### src/rtl/sv39_page_table_walker_unit_defines.svh
// Assertion macros for the Sv39 page table walker unit.
// Used by modules that carry concurrent checks; expects clock and reset in scope.
`ifndef SV39_PAGE_TABLE_WALKER_UNIT_DEFINES_SVH
`define SV39_PAGE_TABLE_WALKER_UNIT_DEFINES_SVH

// check a condition in the same cycle
`define SV39W_ASSERT_NOW(label, ante, cons, msg) \
   label: assert property (@(posedge clock) disable iff (reset) (ante) |-> (cons)) \
      else $error(msg);

// check a condition in the cycle after the antecedent
`define SV39W_ASSERT_NEXT(label, ante, cons, msg) \
   label: assert property (@(posedge clock) disable iff (reset) (ante) |=> (cons)) \
      else $error(msg);

`endif

### src/rtl/sv39w_pkg.sv
// Package for the Sv39 page table walker: field widths, status codes, PTE bits,
// walker state type and the result payload type. No dependencies.
`timescale 1ns / 1ps

package sv39w_pkg;

   localparam int unsigned IDX_W     = 9;
   localparam int unsigned PAGE_W    = 12;
   localparam int unsigned PPN_W     = 44;
   localparam int unsigned PA_W      = 56;
   localparam int unsigned WORD_W    = 64;
   localparam int unsigned WIDX_W    = 12;
   localparam int unsigned ROOT_W    = 3;
   localparam int unsigned STATUS_W  = 3;
   localparam int unsigned PAGE_WORDS = 512;

   localparam int unsigned PTE_V   = 0;
   localparam int unsigned PTE_U   = 4;
   localparam int unsigned PPN_LSB = 10;

   localparam logic ACT_WRITE     = 1'b0;
   localparam logic ACT_TRANSLATE = 1'b1;

   localparam logic [STATUS_W-1:0] ST_OK      = 3'd0;
   localparam logic [STATUS_W-1:0] ST_LIMIT   = 3'd1;
   localparam logic [STATUS_W-1:0] ST_UPPER   = 3'd2;
   localparam logic [STATUS_W-1:0] ST_LEAF    = 3'd3;
   localparam logic [STATUS_W-1:0] ST_USER    = 3'd4;
   localparam logic [STATUS_W-1:0] ST_OUTSIDE = 3'd5;

   typedef enum logic [2:0] {
      WS_CLEAR,
      WS_IDLE,
      WS_L2,
      WS_L1,
      WS_L0,
      WS_HOLD
   } walk_state_type;

   typedef struct packed {
      logic [PA_W-1:0]     phys_addr;
      logic [STATUS_W-1:0] status;
   } result_type;

endpackage

### src/rtl/sv39w_rsp_if.sv
// Response channel interface: valid/ready handshake with translation result item.
// Depends on nothing.
`timescale 1ns / 1ps

interface sv39w_rsp_if;
   logic        valid;
   logic        ready;
   logic [55:0] phys_addr;
   logic [2:0]  status;

   modport source (output valid, output phys_addr, output status, input ready);
   modport sink (input valid, input phys_addr, input status, output ready);
endinterface

### src/rtl/sv39w_rsp_stage.sv
// Output register for result items; frees the walker while a result waits.
// Depends on sv39w_pkg and sv39w_rsp_if.
`timescale 1ns / 1ps

module sv39w_rsp_stage (
   input  logic                   clock,
   input  logic                   reset,
   input  logic                   fin_valid,
   input  sv39w_pkg::result_type  fin,
   output logic                   out_free,
   sv39w_rsp_if.source            rsp
);
   import sv39w_pkg::*;

   logic       valid_ff, valid_in;
   result_type data_ff, data_in;

   always_comb begin
      out_free = !valid_ff || rsp.ready;
      valid_in = valid_ff;
      data_in  = data_ff;
      if (fin_valid && out_free) begin
         valid_in = 1'b1;
         data_in  = fin;
      end else if (rsp.ready) begin
         valid_in = 1'b0;
      end
   end

   always_ff @(posedge clock) begin
      if (reset) begin
         valid_ff <= 1'b0;
      end else begin
         valid_ff <= valid_in;
      end
      data_ff <= data_in;
   end

   assign rsp.valid     = valid_ff;
   assign rsp.phys_addr = data_ff.phys_addr;
   assign rsp.status    = data_ff.status;

endmodule

### src/flat_wrapper.sv
// flat-port wrapper written by rule: the top's interface ports become plain ports
module sv39w_rsp_stage_flat import sv39w_pkg::*;
  (clock, reset, fin_valid, fin, out_free, rsp_valid, rsp_phys_addr, rsp_status, rsp_ready);
  sv39w_rsp_if rsp_i ();
  input  logic clock;
  input  logic reset;
  input  logic fin_valid;
  input  sv39w_pkg::result_type fin;
  output logic out_free;
  output wire logic [$bits(rsp_i.valid)-1:0] rsp_valid;
  output wire logic [$bits(rsp_i.phys_addr)-1:0] rsp_phys_addr;
  output wire logic [$bits(rsp_i.status)-1:0] rsp_status;
  input wire logic [$bits(rsp_i.ready)-1:0] rsp_ready;
  assign rsp_valid = rsp_i.valid;
  assign rsp_phys_addr = rsp_i.phys_addr;
  assign rsp_status = rsp_i.status;
  assign rsp_i.ready = rsp_ready;
  sv39w_rsp_stage u_core (.clock(clock), .reset(reset), .fin_valid(fin_valid), .fin(fin), .out_free(out_free), .rsp(rsp_i));
endmodule
### config.mk
export PLATFORM = sky130hd
export DESIGN_NAME = sv39w_rsp_stage_flat
export DESIGN_NICKNAME = d
export VERILOG_FILES = /design/src/rtl/sv39_page_table_walker_unit_defines.svh /design/src/rtl/sv39w_pkg.sv /design/src/rtl/sv39w_rsp_if.sv /design/src/rtl/sv39w_rsp_stage.sv /design/src/flat_wrapper.sv
export SDC_FILE = /design/constraint.sdc
export NUM_CORES = 1
export LEC_CHECK = 0
export BUFFER_PORTS_ARGS = -buffer_cell sky130_fd_sc_hd__buf_2
export CAP_MARGIN = 20
export CORE_UTILIZATION = 42
export CTS_BUF_LIST = sky130_fd_sc_hd__clkbuf_8
export DETAILED_ROUTE_END_ITERATION = 8
export PLACE_DENSITY = 0.78
export SLEW_MARGIN = 20
export SYNTH_ARGS = -nofsm -noshare
export SYNTH_HDL_FRONTEND = slang
export SYNTH_SLANG_ARGS = --single-unit
### constraint.sdc
create_clock -name clock -period 3.1 [get_ports clock]
set_input_delay 0.155 -clock clock [delete_from_list [all_inputs] [get_ports clock]]
set_output_delay 0.155 -clock clock [all_outputs]
set_load 0.01 [all_outputs]
# Word-level counts from Yosys, hierarchy flattened
# Cells that the tools add are included.
dict set report word_totals {
  register_bits 60
  output_inout_bits 61
}
dict set report op_classes {
  n_mux 2
  n_reduce_logical 4
}
# cell count
set op_table {}
lappend op_table {{two-way mux 1 bit} 2}
lappend op_table {{nonzero test 2 bit} 1}
lappend op_table {{logical AND 1 bit} 1}
lappend op_table {{logical NOT 1 bit} 1}
lappend op_table {{logical OR 1 bit} 1}

# Logic depth before layout (Yosys ltp)
dict set report depth {
  word_depth 4
  depth_mapped 2
  depth_no_buf 2
}

# Worst setup path before layout
# Ideal clock, no wire load.
dict set report synth_timing {
  path_kind {register to register}
  start {register u_core.valid_ff, in the netlist u_core.rsp.valid}
  end {register u_core.data_ff (netlist bit u_core.rsp.phys_addr[0]), enable pin}
  setup_ps 375
  arrival_ps 970
  required_time_ps 2725
  path_slack_ps 1755
  stages_incl_launch_ff 3
  synth_period_minus_slack_ps 1345
  cell_sequence {dfxtp_1 > nand2b_4 > and2_4}
}
dict set report synth_via {
  elab_chain_cells 3
}
# item line
set synth_rtl {}
lappend synth_rtl {{start: declaration} sv39w_rsp_stage.sv:15} ;# logic valid_ff, valid_in;
lappend synth_rtl {{start signal: assignment} sv39w_rsp_stage.sv:34} ;# valid_ff <= valid_in;
lappend synth_rtl {{logical NOT 1 bit} sv39w_rsp_stage.sv:19} ;# out_free = !valid_ff || rsp.ready;
lappend synth_rtl {{logical OR 1 bit} sv39w_rsp_stage.sv:19}
lappend synth_rtl {{named net out_free} flat_wrapper.sv:9} ;# output logic out_free;
lappend synth_rtl {{logical AND 1 bit} sv39w_rsp_stage.sv:22} ;# if (fin_valid && out_free) begin
lappend synth_rtl {{end signal: assignment} sv39w_rsp_stage.sv:36} ;# data_ff <= data_in;
lappend synth_rtl {{end: declaration} sv39w_rsp_stage.sv:16} ;# result_type data_ff, data_in;
# The timed path passes the listed nets, and every way through them passes these cells.
# A chain may end at the register's enable or synchronous reset.

# Worst setup path in the final report
dict set report layout_timing {
  start {register u_core.valid_ff, in the netlist u_core.rsp.valid}
  end {register u_core.data_ff (netlist bit u_core.rsp.phys_addr[28]), enable pin}
}
dict set report layout_via {
  elab_chain_cells 3
}
# item line
set layout_rtl {}
lappend layout_rtl {{logical NOT 1 bit} sv39w_rsp_stage.sv:19}
lappend layout_rtl {{logical OR 1 bit} sv39w_rsp_stage.sv:19}
lappend layout_rtl {{logical AND 1 bit} sv39w_rsp_stage.sv:22}
# Every way passes these cells.

==> out/summary.md <==
The run finished with clean final reports. The number of global-route vias before repair is 1433, and the final net count is 317. Setup violations remaining at the end of the flow were counted as 0. The mapped netlist covers 1827 sq um.

The number of iterations in the first detailed-routing pass is 4. Derived from the worst setup path, the maximum achievable clock frequency is 680.1 MHz. Endpoint type of the worst setup path: a flip-flop.

At the pin with the least slew margin, the transition time is 0.7471 ns. The congestion estimate from routability-driven global placement came to 0.6886. The repair_antennas step left the layout with diodes totalling 0. The logs give 0 for the post-CTS setup repair buffer count and 1370 for the number of vias after detailed routing. Setup repair after global routing left no endpoint under its margin. For flop-to-flop paths, the worst setup slack is 1.63 ns. In this run the critical register-to-register path is launched from u_core.rsp.valid. The initial antenna violation count is 0. Once detail routing completed, the nets flagged for antenna violations numbered 0.

For the sequential share of the synthesized area, the log shows 0.9808. Dividing total power by cell area gives a power density of 529.0 nW/um^2. The violation count after the first detailed-route iteration is 107, and the depth of the CTS H-tree is 3.

In this run, distinct cell masters in the synthesized netlist total 6. The largest individual stage delay along the critical path comes from the cell sky130_fd_sc_hd__and2_4. The vertical die dimension works out to 67.95 um. Input and output buffers added on the ports amount to 123. The tools report the core area as 4086 sq um. The count of cells along the worst register-to-register path was 2. The signal on the critical path passes through nand2b_4 -> and2_4. For this run, design rule violations remaining after detail routing come to 0.

The share of cells above drive strength 1 was 0.5349; the final number of max-transition violations was 0. No sink is reached through more buffers than the 2 on the longest clock path. In this run the static leakage power is 1.408 nW.

The largest fanout on the critical path came out at 59. In this run the worst setup path terminates at u_core.rsp.phys_addr[28]. The total global-route track usage was 0.2216. Overall overflow remaining after global route: 0. The logs give 0.4807 mV for the maximum vdd drop and 9 for the number of buffers added by the clock tree synthesis step. The worst register-to-register path ends at u_core.rsp.phys_addr[28]. In this run the clock root is driven by a sky130_fd_sc_hd__clkbuf_8. TritonCTS built the clock tree. Total nets after synthesis: 127.

The part of the cycle the worst path needs is 0.4743, and the wire length of the first global-routing pass is 6.575 mm. A synthesized cell averages 28.54 sq um. In the routed layout, each cell is associated on average with a via count of 4.448.

Across the run, the number of max-cap violations was 0. The average detailed-routed wire length per instance works out to 15.55 um. The most critical setup path has its startpoint at u_core.rsp.valid. For the multi-input logic area, the log shows 31.28 sq um. Clock-pin slew was measured on the worst setup and hold paths at 0.06 ns. The floorplan die area was 4617 sq um. The count of state elements after synthesis came out at 60. For this design, the sink count on the clock tree is 60. The run gives 3216 sq um as the post-route cell area. The count of mapped cells out of synthesis was 64. The worst endpoint data arrival time came out at 1.42 ns. After routing, the total negative slack on setup checks comes to 0 ns. The pin count of the biggest net entering global routing is 60. The setup path with the least slack is of type reg2reg. Summing all placed instances gives a cell area of 2505 sq um. The wire length after detailed routing was 4.788 mm; the post-route minimum period was 1.470 ns.

Sort of element at the start of the critical path: a flip-flop. Number of endpoints with negative hold slack in the final report: 0. The tools report the initial standard-cell utilization of the core as 0.4470. Headroom to the max-slew limit: 0.5020.

The classification of the worst-slack hold path is in2reg. The delay of the slowest cell on the worst path was 0.64 ns; the number of ports placed on the die boundary was 124. The number of rows created at floorplan is 23, and the yosys synthesis warning count is 0. For the worst setup path, the data required time is 3.05 ns.

Final worst clock skew: 0.009587 ns. The layout has 249 filler cells. The run gives 1792 sq um as the register area.

The die width is 67.95 um. The synthesis-to-layout area growth works out to 76.03%. Clock latency on the worst-skew pair, taken at its later pin, is 0.33 ns.
==> flip-flops by register name (all words and copies together), names as in the netlist <==
signal                flops
u_core.rsp.phys_addr     56
u_core.rsp.valid          1
u_core.rsp.status         3
==> area by class of cell <==
cell class / count / area share
clock buffers: 9 / 0.03852
clock inverters: 6 / 0.008171
inverters: 1 / 0.001167
multi-input cells: 3 / 0.009728
flip-flops and latches: 60 / 0.5572
well taps: 50 / 0.01946
repair buffers: 179 / 0.3658
==> metrics by stage <==
stage	hold slack, ns	setup slack [ns]	utilization	total power, W	std cells
final	0.01621	1.630	0.7869	0.001701	308
after global routing	0.0009570	1.578	0.7869	0.001763	308
after CTS	0.002578	1.661	0.7795	0.001692	305
after detailed placement	0.3168	1.676	0.6130	0.001105	237
after global placement	0.3188	1.696	0.6130	0.001102	237
after floorplan	0.2174	1.755	-	0.001021	64
==> power breakdown <==
group	total, W	switching, W	internal, W
Clock	0.000552	0.000280	0.000272
Combinational	0.000187	0.0000826	0.000105
Sequential	0.000962	0.0000131	0.000949
==> layout by cell type, fill, tap and decap left out, drive strengths merged <==
master	count
buf	123
clkinv	3
a21oi	1
clkbuf	9
nand2b	1
edfxtp	59
and2	1
dfxtp	1
inv	4
dlygate4sd3	56
==> critical path, delay by kind of cell, from the launching register on <==
kind,cells,cell delay [ns]
flip-flops,1,0.34
AND/OR/NAND/NOR,2,0.74
==> synthesized netlist by cell type <==
cell,instances,share of area
sky130_fd_sc_hd__and2_4,1,0.0048
sky130_fd_sc_hd__nand2b_4,1,0.0075
sky130_fd_sc_hd__dfxtp_1,1,0.011
sky130_fd_sc_hd__a21oi_2,1,0.0048
sky130_fd_sc_hd__inv_1,1,0.0021
sky130_fd_sc_hd__edfxtp_1,59,0.97
==> cell families (layout without fill, tap and decap cells) <==
group           after synthesis  count (layout)  share of synthesized area
buf+inv                       1             195                   0.002053
simple gates                  2               2                    0.01233
compound gates                1               1                   0.004795
flops                        60              60                     0.9808
==> layer usage <==
layer	GRT usage	routed length, um
met1	0.1890	1633
met2	0.3983	2650
met3	0.1133	403
met4	0.1354	100
met5	0	0
==> worst min path at each step <==
stage | slack (ns) | start | cells past startpoint | endpoint
after floorplan | 0.22 | reset | 1 | u_core.rsp.valid
after CTS | 0.003 | fin[16] | 1 | u_core.rsp.phys_addr[13]
after global placement | 0.32 | reset | 2 | u_core.rsp.valid
after global routing | 0.001 | fin[29] | 1 | u_core.rsp.phys_addr[26]
final | 0.02 | fin[29] | 1 | u_core.rsp.phys_addr[26]
after detailed placement | 0.32 | reset | 2 | u_core.rsp.valid
==> timing repair <==
item,in CTS,in global routing
hold buffers,53,3
gates resized for setup,0,0
endpoints found under the hold margin,53,3
Power figures use the tool's default switching activity.
