`config.mk`:
```
export PLATFORM = sky130hd
export DESIGN_NAME = sv39w_walk_flat
export DESIGN_NICKNAME = d
export VERILOG_FILES = /design/src/rtl/sv39w_pkg.sv /design/src/rtl/sv39w_req_if.sv /design/src/rtl/sv39w_walk.sv /design/src/flat_wrapper.sv
export VERILOG_INCLUDE_DIRS = /design/src /design/src/rtl
export SDC_FILE = /design/constraint.sdc
export NUM_CORES = 1
export LEC_CHECK = 0
export BUFFER_PORTS_ARGS = -buffer_cell sky130_fd_sc_hd__buf_2
export CORE_AREA = 2 2 141 143
export CTS_BUF_LIST = sky130_fd_sc_hd__clkbuf_8
export CTS_CLUSTER_DIAMETER = 60
export DETAILED_ROUTE_END_ITERATION = 10
export DIE_AREA = 0 0 143 145
export PLACE_DENSITY = 0.59
export SYNTH_ARGS = -nofsm -noshare
export SYNTH_HDL_FRONTEND = slang
export SYNTH_SLANG_ARGS = --single-unit
```
`constraint.sdc`:
```
create_clock -name clock -period 3.43 [get_ports clock]
set_input_delay 0.686 -clock clock [delete_from_list [all_inputs] [get_ports clock]]
set_output_delay 0.686 -clock clock [all_outputs]
set_load 0.02 [all_outputs]
```
`src/rtl/sv39_page_table_walker_unit_defines.svh`:
```
// Assertion macros for the Sv39 page table walker unit.
// Used by modules that carry concurrent checks; expects clock and reset in scope.
`ifndef SV39_PAGE_TABLE_WALKER_UNIT_DEFINES_SVH
`define SV39_PAGE_TABLE_WALKER_UNIT_DEFINES_SVH

// check a condition in the same cycle
`define SV39W_ASSERT_NOW(label, ante, cons, msg) \
   label: assert property (@(posedge clock) disable iff (reset) (ante) |-> (cons)) \
      else $error(msg);

// check a condition in the cycle after the antecedent
`define SV39W_ASSERT_NEXT(label, ante, cons, msg) \
   label: assert property (@(posedge clock) disable iff (reset) (ante) |=> (cons)) \
      else $error(msg);

`endif

```
`src/rtl/sv39w_pkg.sv`:
```
// Package for the Sv39 page table walker: field widths, status codes, PTE bits,
// walker state type and the result payload type. No dependencies.
`timescale 1ns / 1ps

package sv39w_pkg;

   localparam int unsigned IDX_W     = 9;
   localparam int unsigned PAGE_W    = 12;
   localparam int unsigned PPN_W     = 44;
   localparam int unsigned PA_W      = 56;
   localparam int unsigned WORD_W    = 64;
   localparam int unsigned WIDX_W    = 12;
   localparam int unsigned ROOT_W    = 3;
   localparam int unsigned STATUS_W  = 3;
   localparam int unsigned PAGE_WORDS = 512;

   localparam int unsigned PTE_V   = 0;
   localparam int unsigned PTE_U   = 4;
   localparam int unsigned PPN_LSB = 10;

   localparam logic ACT_WRITE     = 1'b0;
   localparam logic ACT_TRANSLATE = 1'b1;

   localparam logic [STATUS_W-1:0] ST_OK      = 3'd0;
   localparam logic [STATUS_W-1:0] ST_LIMIT   = 3'd1;
   localparam logic [STATUS_W-1:0] ST_UPPER   = 3'd2;
   localparam logic [STATUS_W-1:0] ST_LEAF    = 3'd3;
   localparam logic [STATUS_W-1:0] ST_USER    = 3'd4;
   localparam logic [STATUS_W-1:0] ST_OUTSIDE = 3'd5;

   typedef enum logic [2:0] {
      WS_CLEAR,
      WS_IDLE,
      WS_L2,
      WS_L1,
      WS_L0,
      WS_HOLD
   } walk_state_type;

   typedef struct packed {
      logic [PA_W-1:0]     phys_addr;
      logic [STATUS_W-1:0] status;
   } result_type;

endpackage

```
`src/rtl/sv39w_req_if.sv`:
```
// Request channel interface: valid/ready handshake with write or translate item.
// Depends on nothing.
`timescale 1ns / 1ps

interface sv39w_req_if;
   logic        valid;
   logic        ready;
   logic        action;
   logic [11:0] word_index;
   logic [63:0] word_data;
   logic [63:0] virt_addr;

   modport source (output valid, output action, output word_index, output word_data,
                   output virt_addr, input ready);
   modport sink (input valid, input action, input word_index, input word_data,
                 input virt_addr, output ready);
endinterface

```
`src/rtl/sv39w_walk.sv`:
```
// Walk sequencer: store clearing pass, word writes and the three-level table walk.
// Depends on sv39w_pkg, sv39w_req_if and the assertion macro header.
`timescale 1ns / 1ps
`include "sv39_page_table_walker_unit_defines.svh"

module sv39w_walk #(
   parameter int unsigned TABLE_WORDS = 4096
) (
   input  logic                           clock,
   input  logic                           reset,
   sv39w_req_if.sink                      req,
   input  logic [sv39w_pkg::ROOT_W-1:0]   root_page,
   output logic                           mem_we,
   output logic [$clog2(TABLE_WORDS)-1:0] mem_waddr,
   output logic [sv39w_pkg::WORD_W-1:0]   mem_wdata,
   output logic [$clog2(TABLE_WORDS)-1:0] mem_raddr,
   input  logic [sv39w_pkg::WORD_W-1:0]   mem_rdata,
   input  logic                           out_free,
   output logic                           fin_valid,
   output sv39w_pkg::result_type          fin
);
   import sv39w_pkg::*;

   localparam int unsigned AW = $clog2(TABLE_WORDS);
   localparam logic [AW-1:0] LAST_WORD = AW'(TABLE_WORDS - 1);
   localparam logic [PPN_W-1:0] STORE_PAGES = PPN_W'(TABLE_WORDS / PAGE_WORDS);
   localparam logic [20:0] WORDS_EXT = 21'(TABLE_WORDS);
   localparam int unsigned VA_KEEP = 30;

   walk_state_type     state_ff, state_in;
   logic [AW-1:0]      clr_ff, clr_in;
   logic [VA_KEEP-1:0] va_ff, va_in;
   result_type         hold_ff, hold_in;
   logic [PPN_W-1:0]   ppn;
   logic [PPN_W-1:0]   root_ext;
   logic [20:0]        widx_ext;

   function automatic logic [AW-1:0] tbl_addr(input logic [PPN_W-1:0] page,
                                               input logic [IDX_W-1:0] idx);
      logic [PPN_W+IDX_W-1:0] full;
      full = {page, idx};
      return full[AW-1:0];
   endfunction

   always_comb begin
      state_in   = state_ff;
      clr_in     = clr_ff;
      va_in      = va_ff;
      hold_in    = hold_ff;
      req.ready  = 1'b0;
      mem_we     = 1'b0;
      mem_waddr  = clr_ff;
      mem_wdata  = '0;
      mem_raddr  = '0;
      fin_valid  = 1'b0;
      fin        = '{phys_addr: '0, status: ST_OK};
      ppn        = mem_rdata[PPN_LSB +: PPN_W];
      root_ext   = PPN_W'(root_page);
      widx_ext   = 21'(req.word_index);

      case (state_ff)
         WS_CLEAR: begin
            mem_we = 1'b1;
            clr_in = clr_ff + 1'b1;
            if (clr_ff == LAST_WORD) begin
               state_in = WS_IDLE;
            end
         end
         WS_IDLE: begin
            req.ready = 1'b1;
            if (req.valid) begin
               if (req.action == ACT_WRITE) begin
                  mem_we    = widx_ext < WORDS_EXT;
                  mem_waddr = widx_ext[AW-1:0];
                  mem_wdata = req.word_data;
                  fin_valid = 1'b1;
               end else if (req.virt_addr[63:38] != '0) begin
                  fin_valid  = 1'b1;
                  fin.status = ST_LIMIT;
               end else if (root_ext >= STORE_PAGES) begin
                  fin_valid  = 1'b1;
                  fin.status = ST_OUTSIDE;
               end else begin
                  mem_raddr = tbl_addr(root_ext, req.virt_addr[38:30]);
                  va_in     = req.virt_addr[VA_KEEP-1:0];
                  state_in  = WS_L2;
               end
            end
         end
         WS_L2, WS_L1: begin
            if (!mem_rdata[PTE_V]) begin
               fin_valid  = 1'b1;
               fin.status = ST_UPPER;
            end else if (ppn >= STORE_PAGES) begin
               fin_valid  = 1'b1;
               fin.status = ST_OUTSIDE;
            end else if (state_ff == WS_L2) begin
               mem_raddr = tbl_addr(ppn, va_ff[29:21]);
               state_in  = WS_L1;
            end else begin
               mem_raddr = tbl_addr(ppn, va_ff[20:12]);
               state_in  = WS_L0;
            end
         end
         WS_L0: begin
            fin_valid = 1'b1;
            if (!mem_rdata[PTE_V]) begin
               fin.status = ST_LEAF;
            end else if (!mem_rdata[PTE_U]) begin
               fin.status = ST_USER;
            end else begin
               fin.phys_addr = {ppn, va_ff[PAGE_W-1:0]};
            end
         end
         WS_HOLD: begin
            fin_valid = 1'b1;
            fin       = hold_ff;
         end
         default: begin
            state_in = WS_IDLE;
         end
      endcase

      if (fin_valid) begin
         hold_in  = fin;
         state_in = out_free ? WS_IDLE : WS_HOLD;
      end
   end

   always_ff @(posedge clock) begin
      if (reset) begin
         state_ff <= WS_CLEAR;
         clr_ff   <= '0;
      end else begin
         state_ff <= state_in;
         clr_ff   <= clr_in;
      end
      va_ff   <= va_in;
      hold_ff <= hold_in;
   end

   `SV39W_ASSERT_NOW(a_no_write_in_walk, state_ff == WS_L2 || state_ff == WS_L1 || state_ff == WS_L0, !mem_we, "store written during a walk")
   `SV39W_ASSERT_NOW(a_no_result_in_clear, state_ff == WS_CLEAR, !fin_valid && !req.ready, "item activity during clearing pass")
   `SV39W_ASSERT_NEXT(a_hold_on_busy, fin_valid && !out_free, state_ff == WS_HOLD, "finished result not held")
   `SV39W_ASSERT_NEXT(a_l2_advance, state_ff == WS_L2, state_ff == WS_L1 || state_ff == WS_IDLE || state_ff == WS_HOLD, "bad step after level two read")

endmodule

```
`src/flat_wrapper.sv`:
```
// flat-port wrapper written by rule: the top's interface ports become plain ports
module sv39w_walk_flat import sv39w_pkg::*;
#(
   parameter int unsigned TABLE_WORDS = 4096
)
  (clock, reset, root_page, mem_we, mem_waddr, mem_wdata, mem_raddr, mem_rdata, out_free, fin_valid, fin, req_valid, req_action, req_word_index, req_word_data, req_virt_addr, req_ready);
  sv39w_req_if req_i ();
  input  logic clock;
  input  logic reset;
  input  logic [sv39w_pkg::ROOT_W-1:0] root_page;
  output logic mem_we;
  output logic [$clog2(TABLE_WORDS)-1:0] mem_waddr;
  output logic [sv39w_pkg::WORD_W-1:0] mem_wdata;
  output logic [$clog2(TABLE_WORDS)-1:0] mem_raddr;
  input  logic [sv39w_pkg::WORD_W-1:0] mem_rdata;
  input  logic out_free;
  output logic fin_valid;
  output sv39w_pkg::result_type fin;
  input wire logic [$bits(req_i.valid)-1:0] req_valid;
  input wire logic [$bits(req_i.action)-1:0] req_action;
  input wire logic [$bits(req_i.word_index)-1:0] req_word_index;
  input wire logic [$bits(req_i.word_data)-1:0] req_word_data;
  input wire logic [$bits(req_i.virt_addr)-1:0] req_virt_addr;
  output wire logic [$bits(req_i.ready)-1:0] req_ready;
  assign req_i.valid = req_valid;
  assign req_i.action = req_action;
  assign req_i.word_index = req_word_index;
  assign req_i.word_data = req_word_data;
  assign req_i.virt_addr = req_virt_addr;
  assign req_ready = req_i.ready;
  sv39w_walk #(.TABLE_WORDS(TABLE_WORDS)) u_core (.clock(clock), .reset(reset), .req(req_i), .root_page(root_page), .mem_we(mem_we), .mem_waddr(mem_waddr), .mem_wdata(mem_wdata), .mem_raddr(mem_raddr), .mem_rdata(mem_rdata), .out_free(out_free), .fin_valid(fin_valid), .fin(fin));
endmodule
```
-- Word level (Yosys, flattened, before mapping)
Cells that the tools add are included.
- $lt $le $gt $ge: 1
- reductions and logical operators: 6
- shift operators: 0
- multiplexer cells: 44
- $mul: 0
- equality and inequality tests: 13
- add/sub/neg operators: 1
- bitwise logic cells: 1
- divide/modulo/power cells: 0
- operators with widths (cell ; count):
    64-bit two-way mux ; 3
    56-bit two-way mux ; 2
    56-bit case mux with 2 select lines ; 1
    12-bit two-way mux ; 8
    3-bit two-way mux ; 15
    44-bit by 4-bit >= comparator with 1-bit output, second input constant ; 1
    26-bit nonzero test ; 1
    12-bit case mux with 2 select lines ; 1
    3-bit case mux with 4 select lines ; 2
    3-bit inequality test, second input constant ; 5
    12-bit by 1-bit adder with 12-bit output, second input constant ; 1
    12-bit equality test, second input constant ; 1
    1-bit two-way mux ; 9
    9-bit two-way mux ; 1
    7-bit AND reduction ; 1
    3-bit by 2-bit equality test with 1-bit output, second input constant ; 2
    3-bit equality test, second input constant ; 2
    4-bit AND reduction ; 1
    2-bit OR reduction ; 2
    3-bit by 1-bit equality test with 1-bit output, second input constant ; 1
    3-bit logical NOT ; 1
    3-bit by 2-bit inequality test with 1-bit output, second input constant ; 1
    1-bit case mux with 3 select lines ; 1
    2-bit by 1-bit inequality test with 1-bit output, second input constant ; 1
    2 further kinds ; 2
- flip-flop bits (word level): 104
- word-level logic and storage cells: 71
- bits in read-only memories: 0
- memories kept: 0
- latch bits: 0
- RAM bits: 0

-- Longest topological paths before layout
Gate-level depths: netlist (run 1).
- word-level depth: 7
- depth in mapped cells: 8
- depth with buffers taken out: 7

-- Worst setup path after synthesis (run 1)
Ideal clock, no wire load.
- kind: input -> output
- start point: input port mem_rdata[12] (netlist bit)
- end point: output port fin_valid
- path slack: 0.210 ns
- path buffers: 0
- data arrival time: 2.534 ns
- stages: 6
- cells stage by stage: or4b_1 -> and4_1 -> nand3_2 -> o22ai_4 -> o21a_4 -> inv_2
- cells in the longest elaborated chain, start to end: 4
- RTL lines (what ; RTL line ; text):
    start, declared ; flat_wrapper.sv:15 ; input logic [sv39w_pkg::WORD_W-1:0] mem_rdata;
    44-bit by 4-bit >= comparator with 1-bit output ; sv39w_walk.sv:94 ; end else if (ppn >= STORE_PAGES) begin
    1-bit two-way mux ; sv39w_walk.sv:94 ;
    1-bit two-way mux ; sv39w_walk.sv:91 ; if (!mem_rdata[PTE_V]) begin
    1-bit case mux with 3 select lines ; sv39w_walk.sv:61 ; case (state_ff)
    end, declared ; flat_wrapper.sv:17 ; output logic fin_valid;
No other way between the ends.

-- Worst setup path after layout (run 1)
- start point: input port mem_rdata[42] (netlist bit)
- end point: output port fin_valid
Same word-level chain as after synthesis.

==> metrics.txt, run 1 <==
final non-filler cell total=about 1,100; xor-xnor portion of the synthesized cell area=0.0111; worst min-delay path class=in2reg; shortest clock period the worst path allows after layout=3.23 ns; ys async rst share=0; count of boundary I/O pins=362; synthesized flop and latch total=104; overall via count from detail_route=just over 5,000; worst slew slack as a fraction of its limit=0.629; quantity of hold-fixing buffers added after cts=0; count of input and output buffers=343; category of the worst setup path launch point=primary input; number of placed instances with taps included=1,079; setup TNS=0 ns; wire length of the first global-routing pass=slightly below 30,000 um; required time reported for the critical path endpoint=about 2.7 ns; Gate Count Post-Synth=491; core area=19,200 um2; P_leak=3.35 nW; fmax=0.310 GHz; net count after synthesis=707; half-perimeter wire length after placement=~15,000 um; count of final max-slew check failures=0; post-cts repair resize count=0; initial cell density of the core=0.288; post-CTS setup buffer count=0; status=completed; Post-layout nets=around 1,000; count of antenna-violating nets left after detailed routing=0; clock root buffer master=clkbuf_8; Die W=roughly 140 um; DRC viols=0; destination of the worst hold path=u_core.va_ff[9]$_DFFE_PP_; Worst EP arrival=2.54 ns; Reg clk slew, reported paths=between 0.1 and 0.15 ns; maximum count of clock buffers along a single path=2; total number of H-tree levels=3; routed wire length=19,900 um; largest net degree at the start of global routing=62; synth unique cells=49; list of cells traversed by the critical path=buf_2 -> nor4_1 -> nand4_1 -> or3b_4 -> o22ai_4 -> o21a_4 -> inv_2 -> buf_2; violation count after the first detailed-route iteration=246; combined area of all synthesized cells=5520 um2; FF-to-FF setup slack=about 0.90 ns; overall routing resource usage=0.184; RSZ-0062 raised after global routing=no; vias per cell=4.70; sequential fraction of the synthesis area=0.538; Worst Reg-to-Reg Cells=7; worst path bufs/invs=3; maximum fanout along the worst path=7; Synthesis Warnings=0; Hold Crit Start=req_virt_addr[9]; post-synthesis mux area share=0.0263; biggest area contributors in the synthesized netlist=edfxtp_1, a22oi_1, and2_1; primary flip-flop cell chosen by synthesis mapping=edfxtp_1; top-area cell type share of the netlist area=0.484; Post-Layout Inst Area=7810 um2; final worst path period share=0.941; slowest stage cell on the critical path=or3b_4; placed standard-cell area=7620 um2; CTS Buf Count=9; Die Ht=145 um; Simple-Gate Fraction of Synth Area=0.241; initial antenna violation count=4; CTS sink count=104; final global-route overflow total=0; Mapped Avg Cell Area=11.2 um2; CTS tree=built; share of post-route cells with drive strength above 1=0.484; critical path's top delay family=simple AND/OR/NAND/NOR gates; die area=20,700 um2; Crit Path Class=in2out; Critical R2R Launch=u_core.state_ff[1]$_SDFFE_PP0P_; area growth from synthesis to layout=41.5%; slowest cell delay on critical path=0.47 ns; cell type contributing the most total cell area after synthesis=edfxtp_1; Hold Path Depth=1; final hold vios=0; clock latency on the worst-skew pair=0.38 ns; mean routed wirelength per cell=18.1 um; number of violations of the max-capacitance limit=0; worst IR drop on VDD=350 uV; start point of the critical path=mem_rdata[42]; number of global-route vias before repair=5,109; adder-cell share of the synthesized area=0.00906; power density over the cells=510 nW/um2; largest family of logic cells by synthesized area=simple AND/OR/NAND/NOR gates; measured slew at the worst slew-check pin=0.557 ns; count of flip-flops with a built-in enable after synthesis=89; worst-case clock skew=0.0123 ns; compound-gate portion of the synthesized area=0.146; final setup violating endpoints=0; row cnt=51; final-layout fill cell count=1,896; R2R Path End=u_core.hold_ff[34]$_DFFE_PP_; Initial DRT Pass Iterations=4; nature of the critical path endpoint=output port; most frequent CP cell=buf_2; weighted congestion at the end of routability-driven global placement=between 0.8 and 0.9
[per-layer routing]
metal	part of all wire	GRT usage	vias to the layer above	wire [um]
li1	-	-	2511	-
met1	0.39	0.214	2388	7670
met2	0.51	0.322	234	10200
met3	0.086	0.0525	20	1700
met4	0.015	0.0599	0	304
met5	0	0	-	0
[per-stage QoR]
stage | utilization | setup WS, ns | hold WS [ns] | power [mW]
after CTS | 0.406 | 0.214 | 0.449 | 4.04
after floorplan | - | 0.210 | 0.469 | 2.70
after global routing | 0.407 | 0.0120 | 0.446 | 4.23
after global placement | 0.397 | 0.268 | 0.486 | 3.26
final | 0.407 | 0.202 | 0.475 | 3.99
after detailed placement | 0.397 | 0.269 | 0.499 | 3.26
[how the worst max path moves through the flow]
stage | endpoint | depth (start not counted)
detailed placement | fin_valid | 8
finish | fin_valid | 8
floorplan | fin_valid | 6
CTS | mem_raddr[7] | 6
global route | mem_raddr[7] | 6
global placement | fin_valid | 8
[cells by family (layout without fill, tap and decap cells)]
| family | Yosys count | count (layout) |
|---|---|---|
| simple gates | 220 | 220 |
| flops | 104 | 104 |
| other cells | 0 | 3 |
| fa+ha+maj | 4 | 4 |
| compound gates | 104 | 104 |
| buf+inv | 39 | 376 |
| xor+xnor | 7 | 7 |
| mux | 13 | 13 |
[layout by cell type, fill, tap and decap left out, drive strengths merged, types with 5 or more instances in the layout]
cell type and n:
buf 358, a22o 17, mux2 12, a22oi 57, or4 5, nor4 18
nand2 10, dfxtp 15, a21oi 10, nand4 8, inv 6, nor2b 59
and2 65, xor2 6, edfxtp 89, clkbuf 9, nor3 11, nand3 11
nor2 23
[synth_stat cells, drive strengths merged (2+ instances only)]
cell type,count
o211ai,2
a22oi,57
nor3,11
ha,4
clkbuf,20
a21oi,10
edfxtp,89
nand4,8
inv,4
nand2,10
dfxtp,15
and3,2
and2,65
nor4,18
or4,5
xor2,6
mux2,12
nor2b,59
or3,4
buf,15
o21ai,4
a32o,3
nor2,23
o21a,3
nand3,11
a22o,17
[area by class of cell]
| type | count | area, um2 | share of cell area |
|---|---|---|---|
| diodes | 3 | 7.51 | 0.000961 |
| clock buffers | 9 | 124 | 0.0159 |
| well taps | 265 | 332 | 0.0424 |
| flip-flops and latches | 104 | 2970 | 0.381 |
| repair buffers | 358 | 1880 | 0.241 |
| multi-input cells | 348 | 2420 | 0.310 |
| clock inverters | 5 | 57.6 | 0.00737 |
| inverters | 4 | 15.0 | 0.00192 |
[sequential cells by signal (all words and copies together), names as in the netlist]
register         flops
u_core.clr_ff       12
u_core.hold_ff      59
u_core.state_ff      3
u_core.va_ff        30
[where the power goes]
part           internal, mW  switching [mW]
clock network         0.333           0.442
registers              1.69          0.0908
logic                 0.546           0.887
Power figures use the tool's default switching activity.
==> run 2: changes to the inputs <==
CORE_AREA = 2 2 139 141   (was 2 2 141 143)
DIE_AREA = 0 0 141 143   (was 0 0 143 145)
PLACE_DENSITY = 0.61   (was 0.59)
SLEW_MARGIN = 20   (was default)
==> metrics.txt, run 2 (synthesis results as in run 1) <==
count of antenna-violating nets left after detailed routing=0 (unchanged); FF-to-FF setup slack=0.89 ns (was 0.90 ns); clock latency on the worst-skew pair=0.39 ns (was 0.38 ns); Initial DRT Pass Iterations=6 (was 4); Crit Path Class=reg2out (was in2out); RSZ-0062 raised after global routing=no (unchanged); P_leak=3.36 nW (was 3.35 nW); largest net degree at the start of global routing=62 (unchanged); number of global-route vias before repair=4,918 (was 5,109); final hold vios=0 (unchanged); CTS Buf Count=9 (unchanged); Worst EP arrival=2.50 ns (was 2.54 ns); relative contribution of combinational cells to total power=0.352 (was 0.359); Post-Layout Inst Area=7830 um2 (was 7810 um2); DRC viols=0 (unchanged); CTS tree=built (unchanged); number of violations of the max-capacitance limit=0 (unchanged); biggest regs=u_core.hold_ff x59, u_core.va_ff x30, u_core.clr_ff x12 (unchanged); violation count after the first detailed-route iteration=254 (was 246); quantity of hold-fixing buffers added after cts=0 (unchanged); worst min-delay path class=in2reg (unchanged); required time reported for the critical path endpoint=2.74 ns (about the same); final hold slack=0.456 ns (was 0.475 ns); count of final max-slew check failures=0 (unchanged); number of placed instances with taps included=1,047 (was 1,079); Post-layout nets=1,041 (unchanged); setup TNS=0 ns (unchanged); routed wire length=20,200 um (was 19,900 um); most frequent standard cell in the layout excluding fill and tap cells=buf_2 (unchanged); share of post-route cells with drive strength above 1=0.486 (was 0.484); Seq pwr share=0.443 (was 0.446); Die W=141 um (was 143 um); capturing element of the worst setup path=mem_raddr[0] (was fin_valid); overall routing resource usage=0.191 (was 0.184); maximum fanout along the worst path=41 (was 7); total number of H-tree levels=3 (unchanged); shortest clock period the worst path allows after layout=3.19 ns (was 3.23 ns); status=completed (unchanged); Final Core Density=0.422 (was 0.407); vias per cell=4.94 (was 4.70); share of total power in the clock network=0.205 (was 0.194); Critical R2R Launch=u_core.state_ff[1]$_SDFFE_PP0P_ (unchanged); overall via count from detail_route=5,291 (was 5,153); category of the worst setup path launch point=flip-flop (was primary input); worst IR drop on VDD=327 uV (was 350 uV); row cnt=50 (was 51); clock root buffer master=clkbuf_8 (unchanged); Switch Pwr=1.46 mW (was 1.42 mW); placed standard-cell area=7590 um2 (was 7620 um2); core area=18,600 um2 (was 19,200 um2); half-perimeter wire length after placement=15,800 um (was 15,100 um); start point of the critical path=u_core.state_ff[0]$_SDFFE_PP0P_ (was mem_rdata[42]); final global-route overflow total=0 (unchanged); nature of the critical path endpoint=output port (unchanged); count of boundary I/O pins=362 (unchanged); Die Ht=143 um (was 145 um); switching portion of total power=0.361 (was 0.356); Reg clk slew, reported paths=0.12 ns (was 0.11 ns); die area=20,200 um2 (was 20,700 um2); area growth from synthesis to layout=41.8% (was 41.5%); R2R Path End=u_core.hold_ff[34]$_DFFE_PP_ (unchanged); Hold Path Depth=1 (unchanged); final worst path period share=0.929 (was 0.941); count of input and output buffers=343 (unchanged); power density over the cells=517 nW/um2 (was 510 nW/um2); weighted congestion at the end of routability-driven global placement=0.841 (was 0.809); worst-case clock skew=0.0184 ns (was 0.0123 ns); internal power=2.59 mW (was 2.57 mW); final non-filler cell total=1,070 (was 1,096); initial antenna violation count=11 (was 4); Biggest register=u_core.hold_ff (unchanged); final setup violating endpoints=0 (unchanged); most used cells in the layout excluding fill and tap cells=buf_2, edfxtp_1, and2_1 (unchanged); wire length of the first global-routing pass=28,700 um (was 29,000 um); measured slew at the worst slew-check pin=0.658 ns (was 0.557 ns); maximum count of clock buffers along a single path=2 (unchanged); CTS sink count=104 (unchanged); mean routed wirelength per cell=18.9 um (was 18.1 um); Hold Crit Start=req_virt_addr[9] (unchanged); Worst Reg-to-Reg Cells=7 (unchanged); number of flip-flops under the largest register name=59 (unchanged); fmax=0.314 GHz (was 0.310 GHz); initial cell density of the core=0.297 (was 0.288); worst slew slack as a fraction of its limit=0.560 (was 0.629)
## run 2: cell count changes in the layout (fill, tap and decap cells not counted), sizes merged
cell      delta
diode        +3
clkinvlp     +2
clkinv       -1
inv          +1
## run 2: worst min path at each step
stage / to
2_1_floorplan: u_core.clr_ff[11]$_SDFFE_PP0P_
3_3_place_gp: u_core.clr_ff[11]$_SDFFE_PP0P_
3_5_place_dp: u_core.clr_ff[11]$_SDFFE_PP0P_
4_1_cts: u_core.va_ff[9]$_DFFE_PP_
5_1_grt: u_core.va_ff[3]$_DFFE_PP_
6_report: u_core.va_ff[9]$_DFFE_PP_
## run 2: what timing repair did
| action | CTS | global route |
|---|---|---|
| setup endpoints to repair | 0 | 73 |
| gates resized for setup | 0 | 0 |
| buffers inserted | 0 | 1 |
| hold endpoints to repair | 0 | 0 |
## run 2: final cells by class
type	instances	area, um2
diodes	6	15.0
clock buffers	9	124
clock inverters	7	85.1
fillers	1842	10700
inverters	4	15.0
multi-input cells	348	2420
flip-flops and latches	104	2970
well taps	234	293
repair buffers	358	1900
## run 2: critical path, cell delays in order, from the launching register on
cell	delay [ns]
dfxtp_1	0.53
inv_1	0.22
nor3_4	0.30
nand3_1	0.20
nor4_4	0.22
buf_12	0.27
a22o_1	0.20
buf_2	0.16
## run 2: power by group through the flow
stage / registers (mW) / logic, mW / clock network, mW
after floorplan: 1.78 / 0.922 / 0
after global placement: 1.81 / 1.44 / 0
after detailed placement: 1.82 / 1.45 / 0
after CTS: 1.79 / 1.45 / 0.849
after global routing: 1.82 / 1.56 / 0.900
final: 1.79 / 1.42 / 0.832
## run 2: metrics by stage
stage          worst slack (ns)  power, mW
5_1_grt                  0.0297       4.28
3_3_place_gp              0.298       3.25
4_1_cts                  0.0829       4.09
2_1_floorplan             0.210       2.70
3_5_place_dp              0.294       3.26
6_report                  0.245       4.05
## run 2: metal layers
layer | global-route usage | wire length, um
met2 | 0.321 | 10000
met4 | 0.107 | 792
met3 | 0.0506 | 1600
met1 | 0.221 | 7810
met5 | 0 | 0
==> run 3: changes to the inputs <==
--- a/constraint.sdc
+++ b/constraint.sdc
@@ -3,2 +3,2 @@
 set_output_delay 0.686 -clock clock [all_outputs]
-set_load 0.02 [all_outputs]
+set_load 0.01 [all_outputs]
==> metrics.txt, run 3 (synthesis results as in run 1) <==
row cnt=50 (unchanged); required time reported for the critical path endpoint=2.74 ns (about the same); final setup violating endpoints=0 (unchanged); CTS Buf Count=9 (unchanged); most utilized layer in the global route result=met2 (unchanged); initial antenna violation count=2 (was 11); mean routed wirelength per cell=19.1 um (was 18.9 um); biggest regs=u_core.hold_ff x59, u_core.va_ff x30, u_core.clr_ff x12 (unchanged); worst IR drop on VDD=402 uV (was 327 uV); maximum count of clock buffers along a single path=2 (unchanged); RSZ-0062 raised after global routing=no (unchanged); clock root buffer master=clkbuf_8 (unchanged); Die W=141 um (unchanged); setup TNS=0 ns (unchanged); most used cells in the layout excluding fill and tap cells=buf_2, edfxtp_1, and2_1 (unchanged); most frequent standard cell in the layout excluding fill and tap cells=buf_2 (unchanged); DRC viols=0 (unchanged); die area=20,200 um2 (unchanged); shortest clock period the worst path allows after layout=3.19 ns (about the same); status=completed (unchanged); count of input and output buffers=343 (unchanged); Initial DRT Pass Iterations=4 (was 6); fmax=0.314 GHz (about the same); placed standard-cell area=7570 um2 (was 7590 um2); total number of H-tree levels=3 (unchanged); Biggest register=u_core.hold_ff (unchanged); Post-layout nets=1,039 (was 1,041); count of boundary I/O pins=362 (unchanged); count of antenna-violating nets left after detailed routing=0 (unchanged); overall via count from detail_route=5,269 (was 5,291); nature of the critical path endpoint=output port (unchanged); CTS sink count=104 (unchanged); power density over the cells=515 nW/um2 (was 517 nW/um2); CTS tree=built (unchanged); measured slew at the worst slew-check pin=0.685 ns (was 0.658 ns); Post-Layout Inst Area=7820 um2 (was 7830 um2); Final Core Density=0.421 (was 0.422); Crit Path Class=reg2out (unchanged); Reg clk slew, reported paths=0.11 ns (was 0.12 ns); met3 Use GR=0.0587 (was 0.0506); final global-route overflow total=0 (unchanged); overall routing resource usage=0.189 (was 0.191); final hold vios=0 (unchanged); quantity of hold-fixing buffers added after cts=0 (unchanged); Die Ht=143 um (unchanged); initial cell density of the core=0.297 (unchanged); worst min-delay path class=in2reg (unchanged); share of post-route cells with drive strength above 1=0.484 (was 0.486); maximum fanout along the worst path=24 (was 41); weighted congestion at the end of routability-driven global placement=0.830 (was 0.841); post-route total power=4.03 mW (was 4.05 mW); GR Layer Usage met1=0.219 (was 0.221); clock latency on the worst-skew pair=0.39 ns (about the same); category of the worst setup path launch point=flip-flop (unchanged); number of violations of the max-capacitance limit=0 (unchanged); worst-case clock skew=0.0114 ns (was 0.0184 ns); P_leak=3.36 nW (about the same); violation count after the first detailed-route iteration=270 (was 254); area growth from synthesis to layout=41.6% (was 41.8%); wire length of the first global-routing pass=28,500 um (was 28,700 um); final-layout fill cell count=1,823 (was 1,842); routed wire length=20,300 um (was 20,200 um); number of flip-flops under the largest register name=59 (unchanged); Worst EP arrival=2.50 ns (about the same); half-perimeter wire length after placement=15,700 um (was 15,800 um); count of final max-slew check failures=0 (unchanged); worst slew slack as a fraction of its limit=0.542 (was 0.560); largest net degree at the start of global routing=62 (unchanged); final worst path period share=0.930 (was 0.929); met2 global-route usage=0.326 (was 0.321); core area=18,600 um2 (unchanged); vias per cell=4.96 (was 4.94); number of global-route vias before repair=4,819 (was 4,918)
[run 3: changes by cell type in the layout (fill, tap and decap cells not counted), sizes merged]
| cell | delta |
|---|---|
| bufinv | +1 |
| buf | -2 |
| diode | -5 |
| clkinvlp | -1 |
[run 3: cell type report]
class	instances	area, um2	area share
Clock buffer	9	124	0.0158
Clock inverter	7	100	0.0128
Sequential cell	104	2970	0.380
Tap cell	234	293	0.0374
Inverter	4	15.0	0.00192
Antenna cell	1	2.50	0.000320
Multi-Input combinational cell	348	2420	0.310
Timing Repair Buffer	356	1890	0.242
[run 3: power breakdown]
group | switching [mW] | total, mW | internal [mW]
clock | 0.477 | 0.897 | 0.419
combinational | 0.793 | 1.34 | 0.543
sequential | 0.103 | 1.79 | 1.69
[run 3: path summary, 6_finish.rpt]
path	slack, ns	from	to	cells past startpoint
hold / removal	0.46	req_virt_addr[9]	u_core.va_ff[9]$_DFFE_PP_	1
setup reg to reg	0.97	u_core.state_ff[1]$_SDFFE_PP0P_	u_core.state_ff[2]$_SDFFE_PP0P_	8
setup / recovery	0.24	u_core.state_ff[1]$_SDFFE_PP0P_	fin[27]	7
hold reg to reg	0.53	u_core.clr_ff[11]$_SDFFE_PP0P_	u_core.clr_ff[11]$_SDFFE_PP0P_	2
[run 3: stage by stage]
stage / instances / setup WS, ns / hold slack, ns
4_1_cts: 1062 / 0.0787 / 0.431
3_5_place_dp: 1045 / 0.239 / 0.514
2_1_floorplan: 491 / 0.241 / 0.469
6_report: 1063 / 0.241 / 0.457
5_1_grt: 1063 / 0.0898 / 0.435
3_3_place_gp: 1045 / 0.263 / 0.497
[run 3: timing repair]
item                                    CTS  global route
resized for setup                         0             1
setup buffers                             1             0
endpoints found under the setup margin    5             1
pin swaps                                 1             0
[run 3: layer usage]
layer	wire length, um	vias to the layer above	share of wire
li1	-	2515	-
met1	7830	2466	0.39
met2	10200	254	0.50
met3	1740	32	0.086
met4	531	2	0.026
met5	11	-	0.00054
[run 3: worst max-delay path, stage by stage, from the launching register on]
cell	delay, ns
dfxtp_1	0.41
inv_1	0.20
nand2_1	0.17
nor2_4	0.56
buf_4	0.29
a22oi_1	0.08
nor2b_1	0.21
buf_2	0.17
